==> config.mk <==
export PLATFORM = sky130hd
export DESIGN_NAME = telemetry_packet_deframer_crc32c_unit_flat
export DESIGN_NICKNAME = d
export VERILOG_FILES = /design/src/sv/tpd_pkg.sv /design/src/sv/tpd_in_if.sv /design/src/sv/tpd_out_if.sv /design/src/sv/telemetry_packet_deframer_crc32c_unit.sv /design/src/flat_wrapper.sv
export SDC_FILE = /design/constraint.sdc
export NUM_CORES = 1
export LEC_CHECK = 0
export BUFFER_PORTS_ARGS = -buffer_cell sky130_fd_sc_hd__buf_2
export CORE_ASPECT_RATIO = 1.5
export CORE_MARGIN = 1
export CORE_UTILIZATION = 35
export CTS_CLUSTER_DIAMETER = 120
export DETAILED_ROUTE_END_ITERATION = 8
export GPL_TIMING_DRIVEN = 0
export PLACE_DENSITY = 0.64
export SYNTH_ARGS = -nofsm -noshare
export SYNTH_HDL_FRONTEND = slang
export SYNTH_SLANG_ARGS = --single-unit
==> constraint.sdc <==
create_clock -name i_clk -period 16.56 [get_ports i_clk]
set_input_delay 3.312 -clock i_clk [delete_from_list [all_inputs] [get_ports i_clk]]
set_output_delay 3.312 -clock i_clk [all_outputs]
set_load 0.03 [all_outputs]
==> src/sv/tpd_pkg.sv <==
`default_nettype none
// ----------------------------------------------------------------------------
// tpd_pkg: shared definitions for the telemetry packet deframer
// Sizes, status codes and the CRC-32C byte update used by the deframer.
// ----------------------------------------------------------------------------
package tpd_pkg;

    localparam int MAX_PACKET_BYTES = 4096;
    localparam int MIN_PACKET_BYTES = 28;
    localparam int CAPTURE_BYTES    = 24;
    localparam int TAIL_BYTES       = 4;
    localparam int CNT_W            = $clog2(MAX_PACKET_BYTES + 1);

    localparam logic [31:0] CRC_INIT = 32'hFFFF_FFFF;
    localparam logic [31:0] CRC_POLY = 32'h82F6_3B78;

    typedef logic [CNT_W-1:0] t_count;

    typedef enum logic [1:0] {
        ST_OK      = 2'd0,
        ST_SHORT   = 2'd1,
        ST_CRC_ERR = 2'd2
    } t_status;

    // Reflected CRC-32C update for one byte, LSB first.
    function automatic logic [31:0] crc32c_byte(input logic [31:0] crc_in,
                                                input logic [7:0]  data);
        logic [31:0] crc;
        crc = crc_in ^ {24'd0, data};
        for (int k = 0; k < 8; k++) begin
            crc = (crc >> 1) ^ (CRC_POLY & {32{crc[0]}});
        end
        return crc;
    endfunction

endpackage
`default_nettype wire

==> src/sv/tpd_in_if.sv <==
`default_nettype none
// ----------------------------------------------------------------------------
// tpd_in_if: packet byte channel
// Valid/ready channel carrying one packet byte and its end-of-packet flag.
// ----------------------------------------------------------------------------
interface tpd_in_if;
    logic       valid;
    logic       ready;
    logic [7:0] data_byte;
    logic       end_of_packet;

    modport source (output valid, output data_byte, output end_of_packet, input ready);
    modport sink   (input valid, input data_byte, input end_of_packet, output ready);
endinterface
`default_nettype wire

==> src/sv/tpd_out_if.sv <==
`default_nettype none
// ----------------------------------------------------------------------------
// tpd_out_if: packet status channel
// Valid/ready channel carrying the status and the decoded record of a packet.
// ----------------------------------------------------------------------------
interface tpd_out_if;
    logic              valid;
    logic              ready;
    tpd_pkg::t_status  status;
    logic [63:0]       timestamp;
    logic [31:0]       source_tag;
    logic [31:0]       dest_tag;
    logic [63:0]       latency_bits;
    logic [31:0]       received_crc;

    modport source (output valid, output status, output timestamp, output source_tag,
                    output dest_tag, output latency_bits, output received_crc,
                    input ready);
    modport sink   (input valid, input status, input timestamp, input source_tag,
                    input dest_tag, input latency_bits, input received_crc,
                    output ready);
endinterface
`default_nettype wire

==> src/sv/telemetry_packet_deframer_crc32c_unit.sv <==
`default_nettype none
// ----------------------------------------------------------------------------
// telemetry_packet_deframer_crc32c_unit: CRC-32C checked record deframer
// Channel   Dir  Payload                                       Transfers
// i_in      in   data_byte, end_of_packet                      one per byte
// o_out     out  status, timestamp, source_tag, dest_tag,      one per packet
//                latency_bits, received_crc
// The per-byte state (tail delay line, count, CRC, captures) updates on the
// input transfer, and the status of a final byte is in the output register
// in the cycle after that transfer. A byte is accepted whenever the output
// register is empty or is being taken in the same cycle. Synchronous
// active-low reset clears all packet state and the output valid.
// ----------------------------------------------------------------------------
module telemetry_packet_deframer_crc32c_unit (
    input  wire          i_clk,
    input  wire          i_rst_n,
    tpd_in_if.sink       i_in,
    tpd_out_if.source    o_out
);
    import tpd_pkg::*;

    logic [31:0] r_tail,    n_tail;
    t_count      r_count,   n_count;
    logic [31:0] r_crc,     n_crc;
    logic [63:0] r_time,    n_time;
    logic [31:0] r_service, n_service;
    logic [31:0] r_target,  n_target;
    logic [63:0] r_latency, n_latency;

    logic        r_out_valid;
    t_status     r_status,  n_status;
    logic [63:0] r_o_time,  n_o_time;
    logic [31:0] r_o_serv,  n_o_serv;
    logic [31:0] r_o_targ,  n_o_targ;
    logic [63:0] r_o_lat,   n_o_lat;
    logic [31:0] r_o_crc,   n_o_crc;

    logic        in_xfer;
    logic [31:0] crc_upd;
    t_count      count_after;

    assign i_in.ready = !r_out_valid || o_out.ready;
    assign in_xfer    = i_in.valid && i_in.ready;

    always_comb begin
        // The byte leaving the delay line is folded once four bytes are held.
        crc_upd = (r_count >= t_count'(TAIL_BYTES)) ? crc32c_byte(r_crc, r_tail[7:0])
                                                    : r_crc;
        count_after = (r_count == t_count'(MAX_PACKET_BYTES)) ? r_count
                                                              : r_count + t_count'(1);
        n_tail    = {i_in.data_byte, r_tail[31:8]};
        n_crc     = crc_upd;
        n_count   = count_after;
        n_time    = r_time;
        n_service = r_service;
        n_target  = r_target;
        n_latency = r_latency;
        if (r_count < t_count'(8)) begin
            n_time[{r_count[2:0], 3'b000} +: 8] = i_in.data_byte;
        end else if (r_count < t_count'(12)) begin
            n_service[{r_count[1:0], 3'b000} +: 8] = i_in.data_byte;
        end else if (r_count < t_count'(16)) begin
            n_target[{r_count[1:0], 3'b000} +: 8] = i_in.data_byte;
        end else if (r_count < t_count'(CAPTURE_BYTES)) begin
            n_latency[{r_count[2:0], 3'b000} +: 8] = i_in.data_byte;
        end

        n_status = ST_OK;
        n_o_time = 64'd0;
        n_o_serv = 32'd0;
        n_o_targ = 32'd0;
        n_o_lat  = 64'd0;
        n_o_crc  = 32'd0;
        if (count_after < t_count'(MIN_PACKET_BYTES)) begin
            n_status = ST_SHORT;
        end else if (~crc_upd != n_tail) begin
            n_status = ST_CRC_ERR;
            n_o_crc  = n_tail;
        end else begin
            n_o_time = n_time;
            n_o_serv = n_service;
            n_o_targ = n_target;
            n_o_lat  = n_latency;
            n_o_crc  = n_tail;
        end
    end

    always_ff @(posedge i_clk) begin
        if (!i_rst_n) begin
            r_tail      <= 32'd0;
            r_count     <= '0;
            r_crc       <= CRC_INIT;
            r_time      <= 64'd0;
            r_service   <= 32'd0;
            r_target    <= 32'd0;
            r_latency   <= 64'd0;
            r_out_valid <= 1'b0;
        end else begin
            if (in_xfer) begin
                if (i_in.end_of_packet) begin
                    // Packet state returns to its reset value for the next packet.
                    r_tail    <= 32'd0;
                    r_count   <= '0;
                    r_crc     <= CRC_INIT;
                    r_time    <= 64'd0;
                    r_service <= 32'd0;
                    r_target  <= 32'd0;
                    r_latency <= 64'd0;
                end else begin
                    r_tail    <= n_tail;
                    r_count   <= n_count;
                    r_crc     <= n_crc;
                    r_time    <= n_time;
                    r_service <= n_service;
                    r_target  <= n_target;
                    r_latency <= n_latency;
                end
            end
            if (in_xfer && i_in.end_of_packet) begin
                r_out_valid <= 1'b1;
            end else if (o_out.ready) begin
                r_out_valid <= 1'b0;
            end
        end
    end

    always_ff @(posedge i_clk) begin
        if (in_xfer && i_in.end_of_packet) begin
            r_status <= n_status;
            r_o_time <= n_o_time;
            r_o_serv <= n_o_serv;
            r_o_targ <= n_o_targ;
            r_o_lat  <= n_o_lat;
            r_o_crc  <= n_o_crc;
        end
    end

    assign o_out.valid        = r_out_valid;
    assign o_out.status       = r_status;
    assign o_out.timestamp    = r_o_time;
    assign o_out.source_tag   = r_o_serv;
    assign o_out.dest_tag     = r_o_targ;
    assign o_out.latency_bits = r_o_lat;
    assign o_out.received_crc = r_o_crc;

endmodule
`default_nettype wire
==> src/flat_wrapper.sv <==
// flat-port wrapper written by rule: the top's interface ports become plain ports
module telemetry_packet_deframer_crc32c_unit_flat import tpd_pkg::*;
  (i_clk, i_rst_n, i_in_valid, i_in_data_byte, i_in_end_of_packet, i_in_ready, o_out_valid, o_out_status, o_out_timestamp, o_out_source_tag, o_out_dest_tag, o_out_latency_bits, o_out_received_crc, o_out_ready);
  tpd_in_if i_in_i ();
  tpd_out_if o_out_i ();
  input  wire i_clk;
  input  wire i_rst_n;
  input wire logic [$bits(i_in_i.valid)-1:0] i_in_valid;
  input wire logic [$bits(i_in_i.data_byte)-1:0] i_in_data_byte;
  input wire logic [$bits(i_in_i.end_of_packet)-1:0] i_in_end_of_packet;
  output wire logic [$bits(i_in_i.ready)-1:0] i_in_ready;
  output wire logic [$bits(o_out_i.valid)-1:0] o_out_valid;
  output wire logic [$bits(o_out_i.status)-1:0] o_out_status;
  output wire logic [$bits(o_out_i.timestamp)-1:0] o_out_timestamp;
  output wire logic [$bits(o_out_i.source_tag)-1:0] o_out_source_tag;
  output wire logic [$bits(o_out_i.dest_tag)-1:0] o_out_dest_tag;
  output wire logic [$bits(o_out_i.latency_bits)-1:0] o_out_latency_bits;
  output wire logic [$bits(o_out_i.received_crc)-1:0] o_out_received_crc;
  input wire logic [$bits(o_out_i.ready)-1:0] o_out_ready;
  assign i_in_i.valid = i_in_valid;
  assign i_in_i.data_byte = i_in_data_byte;
  assign i_in_i.end_of_packet = i_in_end_of_packet;
  assign i_in_ready = i_in_i.ready;
  assign o_out_valid = o_out_i.valid;
  assign o_out_status = o_out_i.status;
  assign o_out_timestamp = o_out_i.timestamp;
  assign o_out_source_tag = o_out_i.source_tag;
  assign o_out_dest_tag = o_out_i.dest_tag;
  assign o_out_latency_bits = o_out_i.latency_bits;
  assign o_out_received_crc = o_out_i.received_crc;
  assign o_out_i.ready = o_out_ready;
  telemetry_packet_deframer_crc32c_unit u_core (.i_clk(i_clk), .i_rst_n(i_rst_n), .i_in(i_in_i), .o_out(o_out_i));
endmodule
==> impl_metrics.csv <==
group,metric,value,unit
clocking,clock_sinks,496,
logic_synthesis,yosysWarnings,0,
critical_path,timing.critical_path.mode_cell,"buf_2",
die,core_area,0.0701,sq mm
drt,routed_wl,95400,microns
timing,worstMarginPinSlew,1.38,ns
clocking,numCtsBuffers,49,
critical_path,crit_arrival,3.83,ns
logic_synthesis,synth.net_count,2264,
cells_and_area,layout_common_cells,"dfxtp_1, buf_2, nor2b_1",
logic_synthesis,synthFlopType,"dfxtp_1",
logic_synthesis,syn-mean-instance-area,11.1,sq um
die,initial_core_util,0.354,
place,dpl.hpwl,70300,microns
grt,grt_use_total,0.260,
logic_synthesis,synth-async-reset-ratio,0,
hold_path,hold_path_class,"flop to flop",
cells_and_area,finalNetCount,2550,
pwr,switching_share,0.264,
timing,fin_ws,9.42,ns
drt,post_drt_wl_per_cell,27.4,microns
grt,grt-ovfl-total,0,
pwr,vdd_drop_max,0.0684,mV
critical_path,path_class,"input port to output port",
pwr,pwr-share-comb,0.083,
clocking,cts_resized,0,
timing,fin_worst_skew,0.0234,ns
cells_and_area,fin_area,0.0288,sq mm
critical_path,critPathRequiredTime,13.25,ns
job,maxCapViolations,0,
timing,fin_crit_sh,0.431,
clocking,htree_levels,2,
drt,vias_per_cell,5.64,
place,postPlaceCellArea,0.0272,sq mm
logic_synthesis,synth-edff-count,226,
clocking,hold_buffers,0,
pwr,pwr-share-seq,0.484,
critical_path,path_cells,"buf_2 > nand2b_1 > buf_2",
cells_and_area,fin_cells,3479,
logic_synthesis,synthSimpleGateAreaFrac,0.229,
place,place_inst,3386,
place,dp_slack,9.01,ns
pwr,p_leak,9.41,nW
timing,slew_headroom,0.0753,
logic_synthesis,synth-compound-area-share,0.120,
grt,grt_pass1_vias,19636,
clocking,cts-root-buf,"clkbuf_16",
cells_and_area,syn2layout_area_growth,16.2,%
die,fp.dieW,219,microns
critical_path,crit_path_start_kind,"input port",
logic_synthesis,synth_mux_area_frac,0.0525,
place,io_buffers,232,
die,fp.dieH,328,microns
place,gp_congestion,0.998,
timing,setup_tns,0,ns
pwr,pwr-share-clk,0.433,
critical_path,critPathMaxStageDelay,0.22,ns
drt,vias,19632,
die,io-pin-count,241,
pwr,p_total,0.00270,W
timing,fmax,0.140,GHz
timing,hold_viol_final,0,
logic_synthesis,yosys.area_share.adder,0.00353,
cells_and_area,final_common_cell,"dfxtp_1",
logic_synthesis,yosysUniqueCellTypes,61,
clocking,clkTransAtPathRegs,0.07,ns
critical_path,end_kind,"output port",
grt,antenna_found_initial,5,
logic_synthesis,synthCells,2244,
outcome,status,"finished, final reports clean",
grt,grt_max_degree,82,
timing,rsz0062_at_grt,"false",
drt,drcViolationCount,0,
critical_path,cp_max_fo,4,
pwr,p_int,0.00199,W
die,rows,119,
logic_synthesis,synth-xor-area-share,0.0634,
timing,drv_slew,0,
clocking,cts_tree,"done",
timing,setup_viol,0,
logic_synthesis,netlist_area,0.0248,sq mm
critical_path,r2r_setup_slack,11.32,ns
logic_synthesis,synth_seq_cells,496,
pwr,power_density,93.7,mW/mm^2
cells_and_area,layout-drive-gt1-share,0.219,
die,die-area,0.0720,sq mm
drt,detail_route.first_pass.iterations,8,
logic_synthesis,synth_top_family_by_area,"simple AND/OR/NAND/NOR gates",
clocking,clkLatencyLatePin,0.63,ns
pwr,power.switching,0.000714,W
critical_path,slowest_stage,"buf_2",
drt,drt_iter0_drc,1523,
timing,period_needed,7.14,ns
clocking,cts_setup_buffers,0,
grt,grt_pass1_wl,134000,microns
logic_synthesis,ys_seq_area_frac,0.492,
drt,postRouteAntennaNets,0,
clocking,clockBufferDepth,3,
final timing paths:
check | end | depth (start not counted) | startpoint
worst max-delay path | i_in_ready | 3 | o_out_ready
worst min-delay path | u_core.r_latency[39]$_SDFFE_PN0P_ | 2 | u_core.r_latency[39]$_SDFFE_PN0P_
worst max register to register | u_core.o_out.timestamp[24]$_SDFFCE_PP0P_ | 11 | u_core.r_count[7]$_SDFFE_PN0P_
worst min register to register | u_core.r_latency[39]$_SDFFE_PN0P_ | 2 | u_core.r_latency[39]$_SDFFE_PN0P_
worst max-delay path, delay by kind of cell:
| family | cells | cell delay (ns) |
|---|---|---|
| buffers and inverters | 2 | 0.31 |
| and+or+nand+nor | 1 | 0.21 |
power by group through the flow:
| stage | registers, W | logic (W) | clock network [W] |
|---|---|---|---|
| finish | 0.00131 | 0.000224 | 0.00117 |
| global route | 0.00131 | 0.000230 | 0.00122 |
| CTS | 0.00131 | 0.000220 | 0.00118 |
| detailed placement | 0.00133 | 0.000220 | 0 |
| global placement | 0.00134 | 0.000216 | 0 |
| floorplan | 0.00137 | 0.0000929 | 0 |
cells by family after synthesis:
| logic type | count (synthesis) |
|---|---|
| and+or+nand+nor | 853 |
| DFF | 496 |
| AOI/OAI and AO/OA | 413 |
| buffers and inverters | 220 |
| muxes | 130 |
| xor gates and xnor gates | 125 |
| adders and majority gates | 7 |
registers in the layout, indices dropped and copies added (netlist names):
signal	flops
u_core.r_service	32
u_core.r_crc	32
u_core.o_out.latency_bits	64
u_core.o_out.valid	1
u_core.o_out.status	2
u_core.o_out.timestamp	64
u_core.r_target	32
u_core.o_out.source_tag	32
u_core.r_latency	64
u_core.r_time	64
u_core.o_out.received_crc	32
u_core.r_tail	32
u_core.o_out.dest_tag	32
u_core.r_count	13
metal layers:
layer / up-vias / GRT usage / share of wire
met2: 799 / 0.462 / 0.51
met5: - / 0 / 0
li1: 8820 / - / -
met1: 9758 / 0.287 / 0.37
met3: 255 / 0.0406 / 0.058
met4: 0 / 0.161 / 0.066
through the flow:
step	utilization	hold slack, ns
after floorplan	-	0.440
after global placement	0.386	0.449
after detailed placement	0.387	0.462
after CTS	0.411	0.472
after global routing	0.411	0.496
final	0.411	0.472
layout make-up:
| class | count | area [sq um] |
|---|---|---|
| antenna | 1 | 2.50 |
| buffer | 207 | 943 |
| clock buffer | 63 | 1340 |
| clock inverter | 29 | 303 |
| fill | 6752 | 41300 |
| inverter | 13 | 56.3 |
| multi-input combinational | 1528 | 11600 |
| sequential | 496 | 12200 |
| tap | 907 | 1130 |
| timing repair buffer | 235 | 1230 |
cells in the mapped netlist, types with 3 or more instances:
cell | number | area, sq um
clkbuf_1 | 146 | 548
or3_1 | 4 | 25.0
xor3_1 | 3 | 71.3
buf_2 | 27 | 135
nand4_1 | 6 | 37.5
a22oi_1 | 150 | 1130
buf_1 | 15 | 56.3
inv_1 | 13 | 48.8
nor2b_1 | 251 | 1570
a32oi_1 | 34 | 298
dfxtp_1 | 270 | 5410
buf_6 | 17 | 191
edfxtp_1 | 226 | 6790
nor4_1 | 12 | 75.1
nor2_1 | 108 | 405
a21boi_0 | 16 | 120
nand2b_1 | 8 | 50.1
a31oi_1 | 10 | 62.6
ha_1 | 7 | 87.6
a2111oi_2 | 20 | 300
o21ai_1 | 17 | 85.1
a2111oi_1 | 3 | 30.0
nor4_2 | 168 | 2100
xor2_1 | 17 | 149
xnor2_1 | 72 | 631
mux2i_1 | 130 | 1300
xnor2_2 | 5 | 81.3
nand3_1 | 19 | 95.1
a221oi_1 | 3 | 26.3
and2_1 | 32 | 200
a21o_1 | 3 | 22.5
o21ai_0 | 31 | 155
nor3_1 | 40 | 200
nand4b_1 | 3 | 26.3
o211ai_1 | 25 | 188
a21oi_1 | 83 | 415
nand2_1 | 167 | 627
and3_1 | 27 | 169
xnor3_1 | 26 | 586
o21a_1 | 4 | 30.0
Power figures use the tool's default switching activity.
